### src/sv/psla_pkg.sv
// Shared types and constants for the probe slot LRU allocator.
package psla_pkg;

    localparam logic       REQ_FRAME  = 1'b0;
    localparam logic       REQ_PROBE  = 1'b1;

    localparam logic [1:0] FB_NONE    = 2'd0;
    localparam logic [1:0] FB_GATHER  = 2'd1;
    localparam logic [1:0] FB_STOP    = 2'd2;

    localparam int         SLOT_W     = 3;

    // controller -> datapath
    typedef struct packed {
        logic capture;    // latch the input item
        logic look;       // resolve from the parallel hit / empty search
        logic scan_start; // clear the victim search
        logic scan_step;  // examine one slot for eviction
        logic fin;        // resolve from the victim search
    } t_cmd;

    // datapath -> controller
    typedef struct packed {
        logic quick;      // item resolves without a victim search
        logic scan_last;  // scan is on the last slot
        logic out_busy;   // result register still occupied
    } t_stat;

endpackage

### src/sv/psla_ctrl.sv
// Controller state machine of the probe slot LRU allocator.
module psla_ctrl import psla_pkg::*; (
    input  logic  i_clk,
    input  logic  i_rst_n,
    input  logic  i_in_valid,
    output logic  o_in_ready,
    input  t_stat i_stat,
    output t_cmd  o_cmd
);

    typedef enum logic [3:0] {
        S_IDLE = 4'b0001,
        S_LOOK = 4'b0010,
        S_SCAN = 4'b0100,
        S_FIN  = 4'b1000
    } t_state;

    t_state r_state, n_state;

    always_ff @(posedge i_clk) begin
        if (!i_rst_n) begin
            r_state <= S_IDLE;
        end else begin
            r_state <= n_state;
        end
    end

    always_comb begin
        n_state    = r_state;
        o_cmd      = '0;
        o_in_ready = 1'b0;
        case (r_state)
            S_IDLE: begin
                o_in_ready = 1'b1;
                if (i_in_valid) begin
                    o_cmd.capture = 1'b1;
                    n_state       = S_LOOK;
                end
            end
            S_LOOK: begin
                if (!i_stat.quick) begin
                    o_cmd.scan_start = 1'b1;
                    n_state          = S_SCAN;
                end else if (!i_stat.out_busy) begin
                    o_cmd.look = 1'b1;
                    n_state    = S_IDLE;
                end
            end
            S_SCAN: begin
                o_cmd.scan_step = 1'b1;
                if (i_stat.scan_last) begin
                    n_state = S_FIN;
                end
            end
            S_FIN: begin
                if (!i_stat.out_busy) begin
                    o_cmd.fin = 1'b1;
                    n_state   = S_IDLE;
                end
            end
            default: begin
                n_state = S_IDLE;
            end
        endcase
    end

endmodule

### src/sv/psla_dp.sv
// Datapath of the probe slot LRU allocator: slot table, search and result register.
module psla_dp import psla_pkg::*; #(
    parameter int SLOTS = 8
) (
    input  logic              i_clk,
    input  logic              i_rst_n,
    input  t_cmd              i_cmd,
    output t_stat             o_stat,
    input  logic              i_req_type,
    input  logic [31:0]       i_frame_stamp,
    input  logic [63:0]       i_probe_id,
    input  logic              i_has_render_data,
    output logic              o_out_valid,
    input  logic              i_out_ready,
    output logic              o_kept,
    output logic [SLOT_W-1:0] o_slot,
    output logic              o_update_now,
    output logic [1:0]        o_feedback,
    output logic              o_no_room
);

    localparam int IW = (SLOTS > 1) ? $clog2(SLOTS) : 1;

    logic [63:0]   r_probe [SLOTS];
    logic [31:0]   r_stamp [SLOTS];
    logic [31:0]   r_cur;
    logic          r_refresh;
    logic          r_defer;

    logic          r_type;
    logic [63:0]   r_id;
    logic          r_render;

    logic [IW-1:0] r_idx;
    logic          r_vic_have;
    logic [IW-1:0] r_vic_idx;
    logic [31:0]   r_vic_stamp;

    logic          hit_c, empty_c;
    logic [IW-1:0] hit_idx, empty_idx;
    logic [31:0]   lane_stamp;
    logic          lane_better;

    logic          do_res, hit, found;
    logic [IW-1:0] pick;
    logic [IW+SLOT_W-1:0] pick_ext;
    logic          res_kept, res_upd, res_nr;
    logic [1:0]    res_fb;
    logic          wr_en, set_refresh, set_defer, frame_load;

    // parallel associative match and first empty slot; lowest index wins
    always_comb begin
        hit_c     = 1'b0;
        empty_c   = 1'b0;
        hit_idx   = '0;
        empty_idx = '0;
        for (int i = SLOTS - 1; i >= 0; i--) begin
            if (r_probe[i] == r_id) begin
                hit_c   = 1'b1;
                hit_idx = IW'(i);
            end
            if (r_probe[i] == 64'd0) begin
                empty_c   = 1'b1;
                empty_idx = IW'(i);
            end
        end
    end

    assign lane_stamp  = r_stamp[r_idx];
    assign lane_better = (lane_stamp != r_cur) && (!r_vic_have || (lane_stamp < r_vic_stamp));

    assign o_stat.quick     = (r_type == REQ_FRAME) || (r_id == 64'd0) || hit_c || empty_c;
    assign o_stat.scan_last = (r_idx == IW'(SLOTS - 1));
    assign o_stat.out_busy  = o_out_valid && !i_out_ready;

    assign do_res = i_cmd.look || i_cmd.fin;

    always_comb begin
        if (i_cmd.look) begin
            hit   = hit_c;
            found = hit_c || empty_c;
            pick  = hit_c ? hit_idx : empty_idx;
        end else begin
            hit   = 1'b0;
            found = r_vic_have;
            pick  = r_vic_idx;
        end
    end

    assign pick_ext = {{SLOT_W{1'b0}}, pick};

    always_comb begin
        res_kept    = 1'b0;
        res_upd     = 1'b0;
        res_nr      = 1'b0;
        res_fb      = FB_NONE;
        wr_en       = 1'b0;
        set_refresh = 1'b0;
        set_defer   = 1'b0;
        frame_load  = 1'b0;
        if (!do_res) begin
            // no resolve this cycle
        end else if (i_cmd.look && (r_type == REQ_FRAME)) begin
            frame_load = 1'b1;
        end else if (i_cmd.look && (r_id == 64'd0)) begin
            // ignored request
        end else if (!found) begin
            res_nr = 1'b1;
        end else if (!hit && (r_refresh || !r_render)) begin
            res_fb    = r_defer ? FB_NONE : FB_GATHER;
            set_defer = 1'b1;
        end else begin
            res_kept    = 1'b1;
            res_upd     = !hit;
            res_fb      = r_render ? FB_STOP : FB_NONE;
            wr_en       = 1'b1;
            set_refresh = !hit;
        end
    end

    always_ff @(posedge i_clk) begin
        if (!i_rst_n) begin
            for (int i = 0; i < SLOTS; i++) begin
                r_probe[i] <= '0;
                r_stamp[i] <= '0;
            end
            r_cur       <= '0;
            r_refresh   <= 1'b0;
            r_defer     <= 1'b0;
            r_idx       <= '0;
            r_vic_have  <= 1'b0;
            o_out_valid <= 1'b0;
        end else begin
            if (frame_load) begin
                // frame stamp travels in the victim stamp register
                r_cur     <= r_vic_stamp;
                r_refresh <= 1'b0;
                r_defer   <= 1'b0;
            end
            if (set_refresh) begin
                r_refresh <= 1'b1;
            end
            if (set_defer) begin
                r_defer <= 1'b1;
            end
            if (wr_en) begin
                r_probe[pick] <= r_id;
                r_stamp[pick] <= r_cur;
            end
            if (i_cmd.scan_start) begin
                r_idx      <= '0;
                r_vic_have <= 1'b0;
            end else if (i_cmd.scan_step) begin
                if (!o_stat.scan_last) begin
                    r_idx <= r_idx + IW'(1);
                end
                if (lane_better) begin
                    r_vic_have <= 1'b1;
                end
            end
            if (do_res) begin
                o_out_valid <= 1'b1;
            end else if (i_out_ready) begin
                o_out_valid <= 1'b0;
            end
        end
    end

    // payload registers
    always_ff @(posedge i_clk) begin
        if (i_cmd.capture) begin
            r_type      <= i_req_type;
            r_id        <= i_probe_id;
            r_render    <= i_has_render_data;
            r_vic_stamp <= i_frame_stamp;
        end else if (i_cmd.scan_step && lane_better) begin
            r_vic_stamp <= lane_stamp;
        end
        if (i_cmd.scan_step && lane_better) begin
            r_vic_idx <= r_idx;
        end
        if (do_res) begin
            o_kept       <= res_kept;
            o_slot       <= res_kept ? pick_ext[SLOT_W-1:0] : '0;
            o_update_now <= res_upd;
            o_feedback   <= res_fb;
            o_no_room    <= res_nr;
        end
    end

endmodule

### src/sv/probe_slot_lru_allocator.sv
// Top level of the probe slot LRU allocator: controller plus datapath.
//
// Usage:
//   Input channel (i_in_valid / o_in_ready) carries one item: either a
//   frame start (req_type 0, loads frame_stamp and clears the per-frame
//   refresh and deferral flags) or a probe request (req_type 1).
//   Output channel (o_out_valid / i_out_ready) returns exactly one result
//   item per input item, in order.
//   A frame start, a zero id, a hit or a miss that finds an empty slot
//   is captured, then resolved from the parallel associative search (a
//   kept slot is written into the slot table). A miss on a full table
//   walks the slots one per cycle to find the least recently used one not
//   touched this frame, then resolves from that walk. The walk over the
//   stamp table sets the long case.
//   One item is in work at a time; the next item is taken as soon as the
//   previous one has been written into the result register, even if that
//   result is still waiting at the output.
//   A stalled receiver only holds back the resolve step; the table is not
//   touched until the result register is free.
//   Reset (synchronous, active low) empties all slots, zeroes their stamps,
//   the current stamp and both per-frame flags, and drops o_out_valid.
module probe_slot_lru_allocator import psla_pkg::*; #(
    parameter int SLOTS = 8
) (
    input  logic              i_clk,
    input  logic              i_rst_n,
    input  logic              i_in_valid,
    output logic              o_in_ready,
    input  logic              i_req_type,
    input  logic [31:0]       i_frame_stamp,
    input  logic [63:0]       i_probe_id,
    input  logic              i_has_render_data,
    output logic              o_out_valid,
    input  logic              i_out_ready,
    output logic              o_kept,
    output logic [SLOT_W-1:0] o_slot,
    output logic              o_update_now,
    output logic [1:0]        o_feedback,
    output logic              o_no_room
);

    t_cmd  cmd;
    t_stat stat;

    psla_ctrl u_ctrl (
        .i_clk      (i_clk),
        .i_rst_n    (i_rst_n),
        .i_in_valid (i_in_valid),
        .o_in_ready (o_in_ready),
        .i_stat     (stat),
        .o_cmd      (cmd)
    );

    psla_dp #(
        .SLOTS (SLOTS)
    ) u_dp (
        .i_clk             (i_clk),
        .i_rst_n           (i_rst_n),
        .i_cmd             (cmd),
        .o_stat            (stat),
        .i_req_type        (i_req_type),
        .i_frame_stamp     (i_frame_stamp),
        .i_probe_id        (i_probe_id),
        .i_has_render_data (i_has_render_data),
        .o_out_valid       (o_out_valid),
        .i_out_ready       (i_out_ready),
        .o_kept            (o_kept),
        .o_slot            (o_slot),
        .o_update_now      (o_update_now),
        .o_feedback        (o_feedback),
        .o_no_room         (o_no_room)
    );

endmodule
### config.mk
export PLATFORM = sky130hd
export DESIGN_NAME = probe_slot_lru_allocator
export DESIGN_NICKNAME = d
export VERILOG_FILES = /design/src/sv/psla_pkg.sv /design/src/sv/psla_ctrl.sv /design/src/sv/psla_dp.sv /design/src/sv/probe_slot_lru_allocator.sv
export SDC_FILE = /design/constraint.sdc
export NUM_CORES = 2
export LEC_CHECK = 0
export ABC_AREA = 0
export CAP_MARGIN = 0
export CORE_MARGIN = 2
export CORE_UTILIZATION = 60
export DETAILED_ROUTE_END_ITERATION = 10
export DONT_BUFFER_PORTS = 1
export PLACE_DENSITY = 0.72
export REMOVE_ABC_BUFFERS = 1
export SYNTH_ARGS = -nofsm -noshare
export SYNTH_HDL_FRONTEND = slang
export SYNTH_SLANG_ARGS = --single-unit
### constraint.sdc
create_clock -name i_clk -period 20.3 [get_ports i_clk]
set_clock_uncertainty 0.2 [all_clocks]
set_input_delay 4.06 -clock i_clk [delete_from_list [all_inputs] [get_ports i_clk]]
set_output_delay 4.06 -clock i_clk [all_outputs]
set_load 0.02 [all_outputs]
==> flow_metrics.py <==
metrics = {
    "status": {
        "status": "complete, but fails checks",
        "violations": "max-capacitance violations, max-slew violations",
    },
    "floorplanning": {
        "fp.dieArea_um2": 77400,
        "initial_utilization_pct": 60.6,
        "die-width_um": 278,
        "fp.coreArea_um2": 74400,
        "die_h_um": 278,
        "top_level_ports": 112,
        "placement_rows": 100,
    },
    "clock_tree": {
        "clock_tree.buffer_depth": 3,
        "insertion_delay_ns": 0.68,
        "cts.clk_slew.worst_paths_ns": 0.06,
        "htree_levels": 3,
        "postCtsSetupRepairBufs": 0,
        "count_of_clock_tree_sinks": 923,
        "clk_root_buffer_cell": "sky130_fd_sc_hd__clkbuf_16",
        "cts_resized": 0,
        "cts-hold-fix-buffers": 0,
        "cts_inserted_buffers": 96,
        "cts_tree": "done",
    },
    "drt": {
        "detail_route.first_pass.iterations": 6,
        "post_drt_via_cell_ratio": 6.95,
        "met3_length_um": 18100,
        "dr_drc_count": 0,
        "met2_length_um": 66200,
        "wl_per_cell_um": 34.0,
        "drt_first_iter_violations": 4446,
        "antenna_left": 0,
        "vias": 30800,
        "highest-signal-layer": "met5",
        "drt-met1-wl_um": 58800,
        "route.final.wire_length_um": 150000,
    },
    "synthesis": {
        "cells_after_synthesis": 3491,
        "ys_seq_elements": 923,
        "yosysWarningCount": 0,
        "ys.flop_type": "sky130_fd_sc_hd__edfxtp_1",
        "syn_avg_cell_area_um2": 12.9,
        "yosysUniqueCellTypes": 63,
        "yosysSeqAreaShare_pct": 60.4,
        "postSynth.asyncResetShare_pct": 0,
        "synth_area_um2": 45100,
        "number_of_flops_mapped_to_enable_cells_by_yosys": 877,
    },
    "power": {
        "power.density_nw_per_um2": 88.2,
        "worst_ir_drop_vdd_mv": 0.116,
        "total_leakage_power_nw": 15.4,
        "power.total_mw": 4.27,
    },
    "setup_path": {
        "critical_path.top_delay_family": "buffers and inverters",
        "setup_cp_type": "in -> reg",
        "critical_path.max_fanout": 157,
        "cp_slowest_cell": "sky130_fd_sc_hd__buf_4",
        "crit_required_ns": 20.40,
        "critPathLaunchType": "primary input",
        "kind_of_end_point_of_the_critical_path": "flip-flop",
        "arrival_ns": 8.22,
        "timing.critical_path.buf_inv": 5,
        "worst_path_largest_cell_delay_ns": 0.68,
        "crit_path_cell_trace": "nor2b_1 -> or2_2 -> inv_1 -> o41a_1 -> o32a_2 -> buf_12 -> buf_12 -> o21ai_4 -> buf_4 -> buf_4",
    },
    "finish": {
        "multi_input_area_um2": 15800,
        "mostFrequentLayoutCell": "sky130_fd_sc_hd__edfxtp_1",
        "seq_area_um2": 27300,
        "layout-area-overhead-vs-synth_pct": 7.23,
        "finish.utilization_pct": 65.0,
        "final_nets": 3508,
        "post_route_cells_drive_above_1_share_pct": 12.9,
        "nFillCells": 5557,
        "mostFrequentLayoutCells": "sky130_fd_sc_hd__edfxtp_1 (877), sky130_fd_sc_hd__nor3_1 (613), sky130_fd_sc_hd__xnor2_1 (354)",
    },
    "place": {
        "detailedPlace.worstSlack_ns": 11.70,
        "post_detailed_placement_half_perimeter_wirelength_um": 105000,
        "gp_routability_congestion": 1.06,
        "port_buffers": 0,
    },
    "grt": {
        "first_global_vias": 29600,
        "grt_pass1_wl_um": 214000,
        "gr-total-overflow": 0,
        "grt_usage_pct": 39.0,
        "antenna_violations_before_repair": 16,
        "grt_start_max_net_pins": 193,
    },
    "sta": {
        "tns_ns": 0,
        "grt_setup_unrepaired": "false",
        "setup_slack_ns": 12.17,
        "setup_violations": 0,
        "max-slew-margin-rel_pct": -6.40,
        "report.final.hold_viol_count": 0,
        "min_period_over_period_pct": 40.0,
        "report.final.slew_viol_count": 3,
        "worst-slew-pin-transition_ns": 1.58,
        "max_clock_freq_mhz": 123,
        "final.min_clock_period_ns": 8.13,
    },
    "min_path": {
        "hp-class": "reg -> reg",
    },
    "flow_run": {
        "max_cap_violations": 2,
    },
}
-- layer usage --
| layer | global-route usage, % | up-vias |
|---|---|---|
| met2 | 57.2 | 2015 |
| li1 | - | 12900 |
| met5 | 0 | - |
| met4 | 16.3 | 6 |
| met1 | 55.2 | 15500 |
| met3 | 10.5 | 339 |
-- through the flow --
| stage | area, um^2 | instances | hold slack [ns] |
|---|---|---|---|
| floorplan | 43600 | 3216 | 0.234 |
| global placement | 45400 | 4243 | 0.256 |
| detailed placement | 45400 | 4243 | 0.271 |
| CTS | 48400 | 4422 | 0.273 |
| global route | 48400 | 4423 | 0.278 |
| finish | 48400 | 4427 | 0.286 |
-- synth_stat cells (3+ instances only) --
| library cell | instances | area, um^2 |
|---|---|---|
| sky130_fd_sc_hd__edfxtp_1 | 877 | 26300 |
| sky130_fd_sc_hd__a21boi_0 | 33 | 248 |
| sky130_fd_sc_hd__buf_6 | 18 | 203 |
| sky130_fd_sc_hd__o21ai_0 | 20 | 100 |
| sky130_fd_sc_hd__buf_1 | 9 | 33.8 |
| sky130_fd_sc_hd__clkbuf_1 | 69 | 259 |
| sky130_fd_sc_hd__nor3_2 | 160 | 1600 |
| sky130_fd_sc_hd__nor4_1 | 228 | 1430 |
| sky130_fd_sc_hd__nand2_1 | 74 | 278 |
| sky130_fd_sc_hd__inv_1 | 71 | 267 |
| sky130_fd_sc_hd__buf_4 | 70 | 526 |
| sky130_fd_sc_hd__nand2b_1 | 5 | 31.3 |
| sky130_fd_sc_hd__xor2_1 | 192 | 1680 |
| sky130_fd_sc_hd__ha_1 | 33 | 413 |
| sky130_fd_sc_hd__a21o_1 | 16 | 120 |
| sky130_fd_sc_hd__dfxtp_1 | 46 | 921 |
| sky130_fd_sc_hd__or4_1 | 3 | 22.5 |
| sky130_fd_sc_hd__nand3_1 | 5 | 25.0 |
| sky130_fd_sc_hd__nand4_1 | 140 | 876 |
| sky130_fd_sc_hd__a21oi_1 | 41 | 205 |
| sky130_fd_sc_hd__mux2i_1 | 34 | 340 |
| sky130_fd_sc_hd__clkinv_1 | 96 | 360 |
| sky130_fd_sc_hd__nor2_1 | 53 | 199 |
| sky130_fd_sc_hd__nor3_1 | 613 | 3070 |
| sky130_fd_sc_hd__nand3b_1 | 6 | 45.0 |
| sky130_fd_sc_hd__and4_1 | 5 | 43.8 |
| sky130_fd_sc_hd__mux4_2 | 64 | 1440 |
| sky130_fd_sc_hd__xnor2_1 | 354 | 3100 |
| sky130_fd_sc_hd__buf_2 | 108 | 541 |
-- kinds of logic after synthesis --
group / after synthesis / synth area share (%)
buffers and inverters: 442 / 4.86
DFF: 923 / 60.4
muxes: 99 / 3.98
xor gates and xnor gates: 546 / 10.6
adders and majority gates: 33 / 0.915
AOI/OAI and AO/OA: 140 / 2.10
and+or+nand+nor: 1308 / 17.2
-- power breakdown --
part           leakage, nW  switching, mW  internal (mW)
sequential            9.36         0.0899           2.15
clock                 1.44          0.761          0.937
combinational         4.55          0.230         0.0934
-- final timing paths --
kind	from	to	slack, ns	cells past startpoint
max	i_out_ready	u_dp.r_probe[2][58]	12.17	10
min	u_dp.r_idx[1]	u_dp.r_vic_idx[1]	0.29	0
max reg2reg	u_dp.r_id[28]	u_dp.r_probe[2][58]	12.23	13
min reg2reg	u_dp.r_idx[1]	u_dp.r_vic_idx[1]	0.29	0
-- flip-flops by register name (all words and copies together), names as in the netlist, 4 cells and up, named ones only --
| signal | cells |
|---|---|
| u_dp.r_stamp | 256 |
| u_dp.r_probe | 512 |
| u_ctrl.r_state | 4 |
| u_dp.r_id | 64 |
| u_dp.r_cur | 32 |
| u_dp.r_vic_stamp | 32 |
-- area by class of cell --
type	instances	area share, %
well taps	969	2.51
inverters	167	1.30
diodes	4	0.0207
clock inverters	55	0.879
clock buffers	124	5.25
flip-flops and latches	923	56.3
repair buffers	59	1.02
multi-input cells	2126	32.7
-- worst register-to-register path: cells and delay by family, from the launching register on --
kind | cells | cell delay, ns
XOR/XNOR | 1 | 0.16
AO/OA/AOI/OAI | 2 | 1.23
AND/OR/NAND/NOR | 6 | 3.11
flip-flops | 1 | 0.88
buffers and inverters | 4 | 2.05
(Power assumes the default switching activity.)
